$ cat src/hhph_pkg.sv
// shared constants, request codes and result beat type for the hit-position histogram
package hhph_pkg;

    localparam int FIBERS         = 29;
    localparam int FIBER_W        = 5;
    localparam int VALUE_BITS     = 24;
    localparam int GAIN_BITS      = 16;
    localparam int GAIN_FRAC_BITS = 12;
    localparam int COUNT_BITS     = 32;
    localparam int BIN_W          = 32;
    localparam int SCALED_W       = VALUE_BITS + GAIN_BITS;

    // one table memory per metric, entries ordered axis then fiber
    localparam int TAB_DEPTH = 2 * FIBERS;
    localparam int TAB_AW    = $clog2(TAB_DEPTH);
    localparam int TAB_W     = VALUE_BITS + GAIN_BITS;

    // one histogram memory per metric, entries ordered y then x
    localparam int HIST_DEPTH = FIBERS * FIBERS;
    localparam int HIST_AW    = $clog2(HIST_DEPTH);

    localparam logic [GAIN_BITS-1:0]  GAIN_UNITY = GAIN_BITS'(1 << GAIN_FRAC_BITS);
    localparam logic [COUNT_BITS-1:0] COUNT_MAX  = '1;

    // result queue, depth must be a power of two
    localparam int FIFO_DEPTH = 8;
    localparam int FIFO_AW    = $clog2(FIFO_DEPTH);
    localparam int FIFO_CW    = FIFO_AW + 1;

    typedef enum logic [1:0] {
        REQ_SAMPLE = 2'd0,
        REQ_LOAD   = 2'd1,
        REQ_READ   = 2'd2,
        REQ_CLEAR  = 2'd3
    } req_t;

    localparam logic KIND_EVENT = 1'b0;
    localparam logic KIND_BIN   = 1'b1;

    typedef struct packed {
        logic               kind;
        logic               int_hit;
        logic [FIBER_W-1:0] int_x;
        logic [FIBER_W-1:0] int_y;
        logic               peak_hit;
        logic [FIBER_W-1:0] peak_x;
        logic [FIBER_W-1:0] peak_y;
        logic [BIN_W-1:0]   bin_count;
    } result_t;

endpackage

$ cat src/hhph_fifo.sv
// small result queue between the histogram pipeline and the result channel
module hhph_fifo (
    input  logic              aclk,
    input  logic              aresetn,
    input  logic              push,
    input  hhph_pkg::result_t push_data,
    input  logic              pop,
    output logic              out_valid,
    output hhph_pkg::result_t out_data
);

    hhph_pkg::result_t                 mem_reg [hhph_pkg::FIFO_DEPTH];
    logic [hhph_pkg::FIFO_AW-1:0]      wr_ptr_reg;
    logic [hhph_pkg::FIFO_AW-1:0]      rd_ptr_reg;
    logic [hhph_pkg::FIFO_CW-1:0]      level_reg;
    logic [hhph_pkg::FIFO_CW-1:0]      level_next;

    always_comb begin
        level_next = level_reg;
        if (push && !pop) begin
            level_next = level_reg + 1'b1;
        end else if (pop && !push) begin
            level_next = level_reg - 1'b1;
        end
    end

    always_ff @(posedge aclk) begin
        if (!aresetn) begin
            wr_ptr_reg <= '0;
            rd_ptr_reg <= '0;
            level_reg  <= '0;
        end else begin
            if (push) begin
                wr_ptr_reg <= wr_ptr_reg + 1'b1;
            end
            if (pop) begin
                rd_ptr_reg <= rd_ptr_reg + 1'b1;
            end
            level_reg <= level_next;
        end
    end

    always_ff @(posedge aclk) begin
        if (push) begin
            mem_reg[wr_ptr_reg] <= push_data;
        end
    end

    assign out_valid = (level_reg != '0);
    assign out_data  = mem_reg[rd_ptr_reg];

endmodule

$ cat config.mk
export PLATFORM = sky130hd
export DESIGN_NAME = hhph_fifo
export DESIGN_NICKNAME = d
export VERILOG_FILES = /design/src/hhph_pkg.sv /design/src/hhph_fifo.sv
export SDC_FILE = /design/constraint.sdc
export NUM_CORES = 1
export LEC_CHECK = 0
export BUFFER_PORTS_ARGS = -buffer_cell sky130_fd_sc_hd__buf_2
export CORE_MARGIN = 4
export CORE_UTILIZATION = 35
export CTS_CLUSTER_DIAMETER = 100
export DETAILED_ROUTE_END_ITERATION = 6
export GPL_TIMING_DRIVEN = 0
export HOLD_SLACK_MARGIN = 0.06
export PLACE_DENSITY = 0.62
export SYNTH_ARGS = -nofsm -noshare
export SYNTH_HDL_FRONTEND = slang
export SYNTH_SLANG_ARGS = --single-unit
$ cat constraint.sdc
create_clock -name aclk -period 14.1 [get_ports aclk]
set_input_delay 1.41 -clock aclk [delete_from_list [all_inputs] [get_ports aclk]]
set_output_delay 1.41 -clock aclk [all_outputs]
set_load 0.01 [all_outputs]
==> out/summary.md <==
The flow ran to the end, and the final reports show no timing, DRC or antenna violations. Kind of path behind the tightest hold check: reg -> reg. The number of buffers inserted for hold repair after clock tree synthesis is 0, and the biggest fanout along the worst timing path is 10. During I/O placement, the number of pins put on the boundary was 115. The clock passes through at most 3 buffers. The tools report the sequential cell area as 13500 um2. The worst setup path category is reg -> out. Counting every net in the synthesized netlist gives 768. The run gives 48000 um2 as the area of the core. The worst register-to-register path has a depth of 5. The gate family responsible for the most delay along the worst path was buffers and inverters. Setup slack on the worst reg-to-reg path comes out at 11.91 ns. Layer with the highest usage after global routing: met2.

Once the floorplan was initialized, standard cells occupied 35.7% of the core. For this run, the number of Yosys warnings is 0. The fraction of layout cells with a size suffix above 1 is 41.8%. After the first detailed-routing iteration, the DRC count stood at 536. The analysis attributes to cell leakage a power of 6.49 nW. The timing-limited maximum frequency was 236 MHz. The die is 229 um tall. Of the available clock period, the critical path in the final layout requires 30.1%. The run gives 42.4% as the end-of-flow core utilization. Post-CTS setup buffer count: 0. The floorplan step set the die width to 229 um. TritonCTS built the clock tree.

The tools report the initial antenna violation count as 4. CTS root buffer: sky130_fd_sc_hd__clkbuf_16. The logs give 0.464 ns for the worst hold-check slack and 703 for the synthesized instance count. The average size of a mapped cell is 24.4 um2. The area enclosed by the die boundary is 52600 um2, and the wire length of the first global-routing pass is 52.5 mm.

HPWL reported at the end of detailed placement: 21.9 mm. The met3 routing resource usage after global routing is 3.07%, and the count of filler cells inserted in the layout is 4144. The floorplan has 80 rows. The synthesized design contains 453 register bits.

After clock tree synthesis, the clock-pin slew on the worst setup and hold paths is 0.06 ns. For the count of endpoints failing setup in the final report, the log shows 0. Walking the worst path, the cells encountered are buf_1 -> clkbuf_1 -> mux2_2 -> buf_2.

For this design the ratio of total power to cell area is 144 nW/um2. Origin of the critical flop-to-flop path: wr_ptr_reg[2]. The routability congestion estimate from global placement was 0.669; the H-tree depth was 2.

Setup repair after global routing left no endpoint under its margin. The run gives 0 ns as the final total negative setup slack. The worst hold endpoint is level_reg[3]. The number of cells after detailed placement was 1458; the slew at the pin closest to its max-slew limit was 0.961 ns. For the number of routed nets with antenna violations, the log shows 0. Entering global routing, the biggest net connects 24 pins. The tools report the type of element launching the critical path as a flip-flop.

Together, buffers and inverters on the worst path number 3. For this run, the detailed router's first-pass iteration total came to 4. The wire length per cell was 22.7 um. The logs give 0 for the max-slew violation total from the final report and 17100 um2 for the area of the mapped netlist. The total count of hold-check failures in the final report came out at 0. In this design, the stage delay of the slowest critical-path cell is 0.71 ns. The slowest stage of the critical path is the sky130_fd_sc_hd__buf_1 cell.

The number of DRC violations after detailed routing was 0. In this run the tightest slew margin relative to its limit is 35.9%. The worst-case IR drop observed on VDD is 0.0719 mV. For this run, global-route usage on met2 was measured as 21.2%. STA classifies the critical path endpoint as an output port. In this run the most critical hold path is launched from level_reg[3]. For this run, the register share of the synthesized area comes to 78.6%.

In this run, CTS created clock tree buffers numbering 46. The data required time at the worst endpoint is 12.69 ns. The run gives 2.83 ns as the arrival time of data at the critical path endpoint.

Synthesis instantiated 27 different standard cells from the library. The end of the worst register-to-register path was mem_reg[4][47]. The final route contains 7669 vias. For this run, the total global-route usage over all layers was measured as 13.3%. The final cell count without fillers is 1542. The depth of the worst hold-timing path was 2; the worst clock skew on the final layout was 0.0149 ns.

Leaving out fill and tap cells, the most frequent cells in the layout are sky130_fd_sc_hd__edfxtp_1, sky130_fd_sc_hd__buf_2, sky130_fd_sc_hd__mux4_2, sky130_fd_sc_hd__mux2_2, sky130_fd_sc_hd__clkbuf_16. The register with the most flip-flops in the layout has 440 of them. The library cell used most frequently in the layout, excluding fill and tap cells, is sky130_fd_sc_hd__edfxtp_1. At the later pin of the worst-skew pair, clock insertion delay measures 0.57 ns. The total of cells resized after clock tree synthesis was 0; the total congestion overflow was 0. Clock period minus worst slack: 4.24 ns. Summing all multi-input logic gate instances after layout gives 3510 um2.

For this run, the post-layout net count is 956. Via count of the first global-routing pass: 8165. The wire length after detailed routing is 35.0 mm.

During placement, the flow inserted port buffers numbering 114. The tool flagged a number of max-cap violations equal to 0. The area growth from synthesis to layout is 18.8%.

Dividing the detail-routed via count by the number of cells gives 4.97. The clock drives 453 sinks. Met1 routing resource usage after global routing: 18.4%.
==> metal layers <==
layer  part of all wire, %  up-vias
li1                      -     3354
met1                    44     4092
met2                    49      166
met3                   5.0       53
met4                   2.0        4
met5                 0.063        -
==> cell usage after synthesis <==
master	count	area, um2
sky130_fd_sc_hd__edfxtp_1	440	13200
sky130_fd_sc_hd__mux4_2	110	2480
sky130_fd_sc_hd__mux2_2	55	619
sky130_fd_sc_hd__dfxtp_1	13	260
sky130_fd_sc_hd__buf_1	10	37.5
sky130_fd_sc_hd__buf_6	10	113
sky130_fd_sc_hd__clkbuf_1	9	33.8
sky130_fd_sc_hd__and2_1	7	43.8
sky130_fd_sc_hd__nor2_1	7	26.3
sky130_fd_sc_hd__nand2_1	6	22.5
sky130_fd_sc_hd__ha_1	5	62.6
sky130_fd_sc_hd__mux2i_1	4	40.0
sky130_fd_sc_hd__nand2b_1	4	25.0
sky130_fd_sc_hd__xnor2_1	4	35.0
sky130_fd_sc_hd__nor2b_1	3	18.8
sky130_fd_sc_hd__buf_2	2	10.0
sky130_fd_sc_hd__inv_1	2	7.51
sky130_fd_sc_hd__nor3_1	2	10.0
sky130_fd_sc_hd__xor2_1	2	17.5
sky130_fd_sc_hd__a211oi_1	1	7.51
sky130_fd_sc_hd__a21oi_1	1	5.00
sky130_fd_sc_hd__a31oi_1	1	6.26
sky130_fd_sc_hd__buf_4	1	7.51
sky130_fd_sc_hd__fa_1	1	20.0
sky130_fd_sc_hd__nand3_1	1	5.00
sky130_fd_sc_hd__o21ai_0	1	5.00
sky130_fd_sc_hd__or4_1	1	7.51
==> where the power goes <==
group          internal, mW  switching, mW  total [mW]
clock network         0.661          0.481        1.14
logic                 0.129          0.138       0.267
registers              1.51         0.0100        1.52
==> worst max path at each step <==
| stage | depth (start not counted) | start | slack [ns] | end |
|---|---|---|---|---|
| global route | 4 | flip-flop | 9.72 | out_data[29] |
| detailed placement | 4 | flip-flop | 10.38 | out_data[51] |
| CTS | 4 | flip-flop | 9.77 | out_data[51] |
| finish | 4 | flip-flop | 9.86 | out_data[7] |
| global placement | 3 | push | 3.68 | mem_reg[0][22] |
| floorplan | 2 | push | 8.31 | mem_reg[0][0] |
==> logic make-up (layout without fill, tap and decap cells) <==
logic type                 count (synthesis)  count (layout)  share of synthesized area (%)
AOI/OAI and AO/OA                          4               4                          0.139
xor gates and xnor gates                   6               6                          0.307
adders and majority gates                  6               6                          0.482
buffers and inverters                     34             257                           1.22
DFF                                      453             453                           78.6
muxes                                    169             169                           18.3
other                                      0               1                              0
and+or+nand+nor                           31              31                          0.927
==> worst reg2reg max path: stages, from the launching register on <==
cell and delay (ns):
sky130_fd_sc_hd__dfxtp_1 0.35, sky130_fd_sc_hd__nand2_1 0.21, sky130_fd_sc_hd__nor3_2 0.76, sky130_fd_sc_hd__buf_6 0.26, sky130_fd_sc_hd__buf_8 0.16, sky130_fd_sc_hd__buf_6 0.17
==> stage by stage <==
stage / area (um2) / total power [mW] / setup WS [ns]
global placement: 18500 / 1.82 / 3.68
finish: 20400 / 2.93 / 9.86
floorplan: 17100 / 1.72 / 8.31
detailed placement: 18900 / 1.83 / 10.38
global route: 20400 / 3.04 / 9.72
CTS: 20400 / 2.97 / 9.77
==> final cells by class <==
class,instances,area share (%)
sequential,453,66.2
multi-input combinational,216,17.2
clock buffer,64,6.40
tap,615,3.78
antenna,1,0.0123
clock inverter,19,0.566
timing repair buffer,140,4.78
buffer,32,0.990
inverter,2,0.0369
Power figures use the tool's default switching activity.
