<file path="src/hhph_ram.sv">
// generic single-port-write, single-port-read ram with registered read (old data on collision)
module hhph_ram #(
    parameter int WIDTH = 8,
    parameter int DEPTH = 16
) (
    input  logic                     aclk,
    input  logic                     we,
    input  logic [$clog2(DEPTH)-1:0] waddr,
    input  logic [WIDTH-1:0]         wdata,
    input  logic [$clog2(DEPTH)-1:0] raddr,
    output logic [WIDTH-1:0]         rdata
);

    logic [WIDTH-1:0] mem [DEPTH];

    always_ff @(posedge aclk) begin
        if (we) begin
            mem[waddr] <= wdata;
        end
        rdata <= mem[raddr];
    end

endmodule

</file>
<file path="config.mk">
export PLATFORM = sky130hd
export DESIGN_NAME = hhph_ram
export DESIGN_NICKNAME = d
export VERILOG_FILES = /design/src/hhph_ram.sv
export SDC_FILE = /design/constraint.sdc
export NUM_CORES = 1
export LEC_CHECK = 0
export BUFFER_PORTS_ARGS = -buffer_cell sky130_fd_sc_hd__buf_2
export CORE_MARGIN = 5
export CORE_UTILIZATION = 30
export DETAILED_ROUTE_END_ITERATION = 6
export SYNTH_ARGS = -nofsm -noshare
export SYNTH_HDL_FRONTEND = slang
export SYNTH_SLANG_ARGS = --single-unit
</file>
<file path="constraint.sdc">
create_clock -name aclk -period 2.1 [get_ports aclk]
set_clock_uncertainty 0.15 [all_clocks]
set_input_delay 0.42 -clock aclk [delete_from_list [all_inputs] [get_ports aclk]]
set_output_delay 0.42 -clock aclk [all_outputs]
set_load 0.03 [all_outputs]
</file>
==> results.toml, run 1 <==
[outcome]
status = "finished clean"

[routing]
drt-vias-per-instance = 4.66
ant_nets = 0
drtIter0Drc = 206
routedWlPerCell_um = 20.2
dr.pass1.iters = 4
vias = 2436
drc_errors = 0
drt_wl_total_mm = 10.5

[critical_path]
cp-start-kind = "register"
path_buf_inv = 1
crit_type = "reg2reg"
timing.critical_path.from = "mem[1][1]"
critical_path_arrival_ns = 1.81
reg2reg_from = "mem[1][1]"
path_max_fanout = 1
cp_slowest_cell = "mux4_1"
crit_chain = "mux4_1 -> a22oi_1 -> buf_4 -> nand2_1"
cpPeakStageDelay_ns = 0.53
cp_top_family = "multiplexers"
critPathCaptureType = "register"
crit_required_ns = 2.24

[clocking]
postCtsSetupRepairBufs = 0
cts_resized = 0
cts_hold_buf = 0
clock_path_buffers = 2
path_clk_slew_ns = 0.06
cts_tree = "done"
clock_latency_ns = 0.40
htree_num_levels = 4
cts_root_buffer = "clkbuf_16"
cts_made_buffers = 17
clock_sink_count = 136

[grt]
grt_max_degree = 19
grt_pass1_vias = 2676
grt-ovfl-total = 0
grt_use_total_pct = 11.4
grt_pass1_wl_mm = 16.4
antenna_found_initial = 0

[timing]
drv_slew = 0
holdWs_ns = 0.248
slew-limit-headroom_pct = 48.4
tightest_slew_ns = 0.772
finalSetupViolations = 0
period_minus_slack_ns = 1.67
finalSetupTns_ns = 0
clock.fmax_ghz = 0.600
hold_viol_final = 0
fin_ws_ns = 0.432
rsz0062_at_grt = "false"
min_period_over_period_pct = 79.4

[finish]
nNetsFinal = 308
postLayoutCoreUtil_pct = 37.6
mostFrequentLayoutCell = "edfxtp_1"
fill_cells = 1525
layout_common_cells = "128 x edfxtp_1, 26 x buf_4, 25 x buf_2, 18 x mux4_2, 17 x clkbuf_16"
diodes = 0
layout-drive-gt1-share_pct = 33.3
syn2layout_area_growth_pct = 22.1

[hold_path]
worstHoldPathType = "in2reg"
hp-start = "wdata[5]"

[floorplan]
core_um2 = 16700
initial_core_util_pct = 30.8
die_w_um = 141
row_count = 47
die_y_um = 141
die-area_um2 = 19900
boundaryPins = 26

[power]
peakVddDrop_mv = 0.541
power_density_nw_per_um2 = 1020
p_leak_nw = 2.13
total_power_w = 0.00640

[synthesis]
syn-num-nets = 247
synth_top_area_share_pct = 74.7
syn-instance-count = 229
avgSynthCellArea_um2 = 22.5
ys_seq_area_share_pct = 77.8
ys_ff_latch = 136
netlist_area_um2 = 5150
synth_cell_type_count = 19
netlist_top_cells_area = "edfxtp_1 75%, mux4_2 7.9%, mux4_1 7.1%"
post-synth-top-area-cell = "edfxtp_1"
yosys_warnings = 0

[place]
gp_congestion = 0.702
dp_hpwl_mm = 7.03
dp_slack_ns = 0.0371
portBuffers = 25

[job]
cap_violations = 0
## worst reg2reg max path, delay by kind of cell (launching register included)
kind,cells,cell delay [ns]
muxes,1,0.54
and+or+nand+nor,1,0.05
DFF,1,0.35
AOI/OAI and AO/OA,1,0.30
buffers and inverters,1,0.18
## cell usage after synthesis
| library cell | number |
|---|---|
| nor2_1 | 13 |
| mux4_2 | 18 |
| and2b_1 | 1 |
| nand3_1 | 1 |
| buf_6 | 3 |
| edfxtp_1 | 128 |
| nand2b_1 | 2 |
| or3b_2 | 1 |
| buf_2 | 3 |
| clkdlybuf4s25_2 | 3 |
| nand2_1 | 9 |
| nor2b_1 | 1 |
| mux4_1 | 14 |
| buf_4 | 1 |
| and2_1 | 1 |
| a22oi_1 | 16 |
| dfxtp_1 | 8 |
| nand3b_1 | 2 |
| nor3_1 | 4 |
## logic make-up after synthesis
logic type / share of synthesized area, %
mux: 15.0
simple gates: 3.18
compound gates: 2.33
flops: 77.8
buf+inv: 1.68
## final cells by class
class | count | area (um^2) | area share, %
clock buffers | 18 | 429 | 6.83
clock inverters | 14 | 181 | 2.89
multi-input cells | 83 | 1060 | 16.8
flip-flops and latches | 136 | 4000 | 63.7
well taps | 220 | 275 | 4.38
repair buffers | 52 | 340 | 5.41
## per-stage QoR
stage,area (um^2),instances
final,6290,523
after global routing,6290,523
after CTS,6290,523
after detailed placement,5680,491
after global placement,5680,491
after floorplan,5150,229
## flip-flops by register name (all words and copies together) (netlist names)
signal,cells
mem,128
rdata,8
## power breakdown
group | leakage (nW) | switching [W] | internal [W]
combinational | 0.614 | 0.000193 | 0.000130
clock | 0.297 | 0.00105 | 0.00197
sequential | 1.22 | 0.0000202 | 0.00304
## worst paths after layout
check,endpoint,slack (ns),cells after the start
worst max-delay path,rdata[1],0.43,4
worst min-delay path,mem[10][5],0.25,1
worst max register to register,rdata[1],0.43,4
worst min register to register,rdata[5],0.53,3
## metal layers
layer / share of wire, % / up-vias / wire length [um] / GRT usage (%)
met5: 0 / - / 0 / 0
met4: 0.84 / 0 / 89 / 3.82
met3: 5.8 / 7 / 608 / 3.76
met2: 51 / 64 / 5420 / 18.9
met1: 42 / 1271 / 4420 / 14.1
li1: - / 1094 / - / -
No activity file was read; power rests on OpenSTA's default activity.
==> run 2: changes to the inputs <==
--- a/config.mk
+++ b/config.mk
@@ -5,6 +5,7 @@
 export SDC_FILE = /design/constraint.sdc
 export NUM_CORES = 1
 export LEC_CHECK = 0
+export ABC_AREA = 1
 export BUFFER_PORTS_ARGS = -buffer_cell sky130_fd_sc_hd__buf_2
 export CORE_MARGIN = 5
 export CORE_UTILIZATION = 30
==> constraint.sdc (replaced) <==
create_clock -name aclk -period 1.75 [get_ports aclk]
set_clock_uncertainty 0.15 [all_clocks]
set_input_delay 0.35 -clock aclk [delete_from_list [all_inputs] [get_ports aclk]]
set_output_delay 0.35 -clock aclk [all_outputs]
set_load 0.03 [all_outputs]
==> run 2 against run 1 <==
Against the previous run: flip-flop and latch count unchanged; final area increased by 9.4%; final cell count increased by 67%; total power increased by 19%; routed wire length increased by 28%; critical path type is now reg2out.
==> results.toml, run 2 <==
[finish]
syn2layout_area_growth_pct = 19.3
fill_cells = 1861
mostFrequentLayoutCell = "nand2_1"
fin_area_um2 = 6880
diodes = 0
nNetsFinal = 616
top_regs = "mem (128), rdata (8)"
fin_cells = 871
layout-drive-gt1-share_pct = 13.4
multi_input_area_um2 = 1210
top_register = "mem"
layout_common_cells = "173 x nand2_1, 128 x edfxtp_1, 100 x inv_1, 97 x nand3_1, 25 x buf_2"
largest_register_ffs = 128
regArea_um2 = 4000
postLayoutCoreUtil_pct = 36.5

[routing]
dr.pass1.iters = 5
ant_nets = 0
drt-vias-per-instance = 4.38
vias = 3817
routedWlPerCell_um = 15.5
drtIter0Drc = 358
drt_wl_total_mm = 13.5
drc_errors = 0

[grt]
grt_pass1_vias = 3577
grt_pass1_wl_mm = 20.5
grt_use_total_pct = 12.6
grt_max_degree = 65
grt-ovfl-total = 0
antenna_found_initial = 0

[power]
p_sw_share_pct = 22.6
peakVddDrop_mv = 0.860
power.internal_w = 0.00587
p_leak_nw = 2.94
power_switching_w = 0.00171
p_seq_share_pct = 48.3
power_density_nw_per_um2 = 1100
comb_power_share_pct = 6.8
clockPowerShare_pct = 44.9

[critical_path]
cp-start-kind = "register"
path_buf_inv = 1
critPathCaptureType = "primary output"
cpPeakStageDelay_ns = 0.36
cp_slowest_cell = "dfxtp_1"
critical_path_arrival_ns = 1.00
cp_top_family = "flip-flops"
crit_type = "reg2out"
path_max_fanout = 1
crit_chain = "buf_2"
crit_required_ns = 1.25

[synthesis]
syn-num-nets = 569
synth_common_cells = "173 x nand2_1, 128 x edfxtp_1, 100 x inv_1, 97 x nand3_1, 17 x nor2_1"
synth_top_area_share_pct = 66.7
ys_seq_area_share_pct = 69.4
yosys_warnings = 0
ys.flop_type = "edfxtp_1"
ys_ff_latch = 136
avgSynthCellArea_um2 = 10.5
syn-instance-count = 551
async_flop_share_pct = 0
netlist_top_cells_area = "edfxtp_1 67%, nand2_1 11%, nand3_1 8.4%"
post-synth-top-area-cell = "edfxtp_1"
synth_cell_type_count = 12
synth.most_common_cell = "nand2_1"
netlist_area_um2 = 5770
synth_edf_count = 128

[clocking]
path_clk_slew_ns = 0.06
clock_latency_ns = 0.42
cts_root_buffer = "clkbuf_16"
cts_resized = 0
clock_path_buffers = 2
cts_tree = "done"
cts_hold_buf = 0
htree_num_levels = 4
cts_made_buffers = 17
postCtsSetupRepairBufs = 0
clock_sink_count = 136

[outcome]
status = "finished clean"

[timing]
min_period_over_period_pct = 85.9
finalSetupTns_ns = 0
rsz0062_at_grt = "false"
finalSetupViolations = 0
drv_slew = 0
tightest_slew_ns = 0.411
holdWs_ns = 0.142
period_minus_slack_ns = 1.50
hold_viol_final = 0
slew-limit-headroom_pct = 72.6
clock.fmax_ghz = 0.665

[place]
dpl-instance-area_um2 = 6320
gp_congestion = 0.785
dp_hpwl_mm = 8.20
dp_cells = 839
portBuffers = 25

[floorplan]
core_um2 = 18800
initial_core_util_pct = 30.6
boundaryPins = 26
die-area_um2 = 22100
row_count = 50
die_w_um = 149
die_y_um = 149

[hold_path]
worstHoldPathType = "in2reg"

[job]
cap_violations = 0
run 2: final cells by class:
| class | instances | area share [%] |
|---|---|---|
| inverter | 102 | 5.57 |
| timing repair buffer | 52 | 5.67 |
| tap | 260 | 4.73 |
| clock inverter | 13 | 1.89 |
| multi-input combinational | 289 | 17.6 |
| sequential | 136 | 58.2 |
| clock buffer | 19 | 6.29 |
run 2: cell families (layout without fill, tap and decap cells):
| family | Yosys count | in the layout | share of synthesized area [%] |
|---|---|---|---|
| buffers and inverters | 126 | 186 | 9.52 |
| flip-flops | 136 | 136 | 69.4 |
| AND/OR/NAND/NOR | 289 | 289 | 21.0 |
run 2: per-layer routing:
| metal | up-vias | track usage (%) | wire [um] |
|---|---|---|---|
| met5 | - | 0 | 0 |
| met4 | 0 | 5.08 | 187 |
| met3 | 11 | 3.11 | 1130 |
| met2 | 129 | 20.0 | 6420 |
| met1 | 1807 | 16.7 | 5750 |
| li1 | 1870 | - | - |
run 2: stage by stage:
step / setup slack, ns / total power, W
finish: 0.247 / 0.00758
global route: 0.220 / 0.00784
CTS: 0.214 / 0.00763
detailed placement: 0.116 / 0.00425
global placement: 0.128 / 0.00424
floorplan: 0.299 / 0.00403
run 2: path summary, 6_finish.rpt:
kind	from	slack, ns	to	cells after the start
max reg2reg	mem[13][7]	0.55	rdata[7]	6
max	rdata[2]	0.25	rdata[2]	1
min reg2reg	mem[10][2]	0.53	rdata[2]	6
min	raddr[3]	0.14	rdata[2]	3
run 2: power by group through the flow:
| stage | logic, W | registers [W] | clock network, W |
|---|---|---|---|
| finish | 0.000515 | 0.00366 | 0.00341 |
| global route | 0.000568 | 0.00367 | 0.00360 |
| CTS | 0.000520 | 0.00366 | 0.00344 |
| detailed placement | 0.000517 | 0.00373 | 0 |
| global placement | 0.000511 | 0.00373 | 0 |
| floorplan | 0.000257 | 0.00377 | 0 |
run 2: worst reg2reg max path, cell delays in order, from the launching register on:
cell,delay [ns]
edfxtp_1,0.36
inv_1,0.06
nand2_1,0.07
nand3_1,0.10
nand3_1,0.10
nand3_1,0.17
nand2_1,0.08
==> run 3: changes to the inputs <==
==> constraint.sdc (replaced) <==
create_clock -name aclk -period 1.7 [get_ports aclk]
set_clock_uncertainty 0.15 [all_clocks]
set_input_delay 0.34 -clock aclk [delete_from_list [all_inputs] [get_ports aclk]]
set_output_delay 0.34 -clock aclk [all_outputs]
set_load 0.03 [all_outputs]
==> run 3 against run 2 <==
Against the previous run: flip-flop and latch count unchanged; via count fell by 1.7%; sequential share of layout area decreased by 0.095 points; clock power rose by 7.0%; largest cell class unchanged; largest power group unchanged; first-iteration DRC count increased by 9.2%; sequential power increased by 3%.
==> results.toml, run 3 (synthesized netlist as in run 2, its figures left out) <==
[outcome]
status = "finished clean"

[power]
power_density_nw_per_um2 = 1150
p_seq_share_pct = 47.5
clockPowerShare_pct = 45.9
power.internal_w = 0.00619
comb_power_share_pct = 6.6
total_power_w = 0.00795
p_sw_share_pct = 22.2
p_leak_nw = 2.95
power_switching_w = 0.00176
peakVddDrop_mv = 0.807

[clocking]
cts_hold_buf = 0
cts_resized = 0
cts_tree = "done"
clock_sink_count = 136
path_clk_slew_ns = 0.06
htree_num_levels = 4
cts_root_buffer = "clkbuf_16"
postCtsSetupRepairBufs = 0
cts_made_buffers = 17
clock_latency_ns = 0.42
clock_path_buffers = 2

[routing]
ant_nets = 0
drt_wl_total_mm = 13.6
drc_errors = 0
drtIter0Drc = 391
routedWlPerCell_um = 15.6
drt-vias-per-instance = 4.30
vias = 3752
dr.pass1.iters = 5

[critical_path]
cp_slowest_cell = "dfxtp_1"
critPathCaptureType = "primary output"
critical_path_arrival_ns = 1.00
reg2reg_from = "mem[13][3]"
r2r_cells = 6
cpPeakStageDelay_ns = 0.37
crit_type = "reg2out"
path_buf_inv = 1
r2r-end = "rdata[3]"
cp-start-kind = "register"
crit_chain = "buf_2"
crit_required_ns = 1.21
timing.critical_path.from = "rdata[2]"
r2r_setup_slack_ns = 0.53
cp_top_family = "flip-flops"
path_max_fanout = 1

[floorplan]
die_y_um = 149
die-area_um2 = 22100
core_um2 = 18800
die_w_um = 149
row_count = 50
initial_core_util_pct = 30.6
boundaryPins = 26

[hold_path]
holdPathStages = 3
worstHoldPathType = "in2reg"
hp-start = "raddr[3]"
whs_endpoint = "rdata[2]"

[grt]
antenna_found_initial = 0
grt_use_total_pct = 13.2
grt_max_degree = 33
grt_pass1_wl_mm = 21.3
grt_pass1_vias = 3708
busiest_layer = "met2"
met1_usage_pct = 17.5
grt-ovfl-total = 0
use_met3_pct = 3.75
grt_util_met2_pct = 20.4

[finish]
diodes = 0
top_register = "mem"
top_regs = "mem (128), rdata (8)"
syn2layout_area_growth_pct = 19.5
layout_common_cells = "173 x nand2_1, 128 x edfxtp_1, 100 x inv_1, 97 x nand3_1, 26 x buf_4"
nNetsFinal = 618
multi_input_area_um2 = 1210
largest_register_ffs = 128
regArea_um2 = 4000
mostFrequentLayoutCell = "nand2_1"
layout-drive-gt1-share_pct = 13.7
fill_cells = 1878
fin_cells = 872

[timing]
rsz0062_at_grt = "false"
drv_slew = 0
holdWs_ns = 0.144
hold_viol_final = 0
clock.fmax_ghz = 0.671
tightest_slew_ns = 0.427
finalSetupTns_ns = 0
fin_ws_ns = 0.209
finalSetupViolations = 0
min_period_over_period_pct = 87.7
slew-limit-headroom_pct = 71.6
period_minus_slack_ns = 1.49

[place]
portBuffers = 25
gp_congestion = 0.801
dp_hpwl_mm = 8.60
dp_cells = 841
dp_slack_ns = 0.114

[job]
cap_violations = 0
-- run 3: how the worst max path moves through the flow --
stage / end / cells past startpoint / slack (ns)
3_3_place_gp: rdata[7] / 9 / 0.12
2_1_floorplan: mem[10][0] / 2 / 0.26
3_5_place_dp: rdata[3] / 8 / 0.11
4_1_cts: rdata[5] / 1 / 0.18
5_1_grt: rdata[5] / 1 / 0.16
6_report: rdata[2] / 1 / 0.21
-- run 3: area by class of cell --
class                      instances  share of cell area (%)
tap                              260                    4.72
clock inverter                    13                    2.25
timing repair buffer              54                    5.52
inverter                         102                    5.56
multi-input combinational        289                    17.6
clock buffer                      18                    6.23
sequential                       136                    58.1
-- run 3: per-stage QoR --
stage / util (%) / cell area (um^2)
2_1_floorplan: - / 5770
3_3_place_gp: 33.5 / 6310
3_5_place_dp: 33.5 / 6310
4_1_cts: 36.6 / 6890
5_1_grt: 36.6 / 6890
6_report: 36.6 / 6890
-- run 3: routing by layer --
layer / vias to the layer above / part of all wire [%]
li1: 1876 / -
met1: 1775 / 47
met2: 81 / 46
met3: 20 / 5.0
met4: 0 / 2.3
met5: - / 0
-- run 3: power by group through the flow --
stage,clock network [W],logic (W),registers [W]
after floorplan,0,0.000264,0.00388
after global placement,0,0.000523,0.00384
after detailed placement,0,0.000527,0.00385
after CTS,0.00369,0.000530,0.00378
after global routing,0.00387,0.000584,0.00378
final,0.00365,0.000522,0.00377
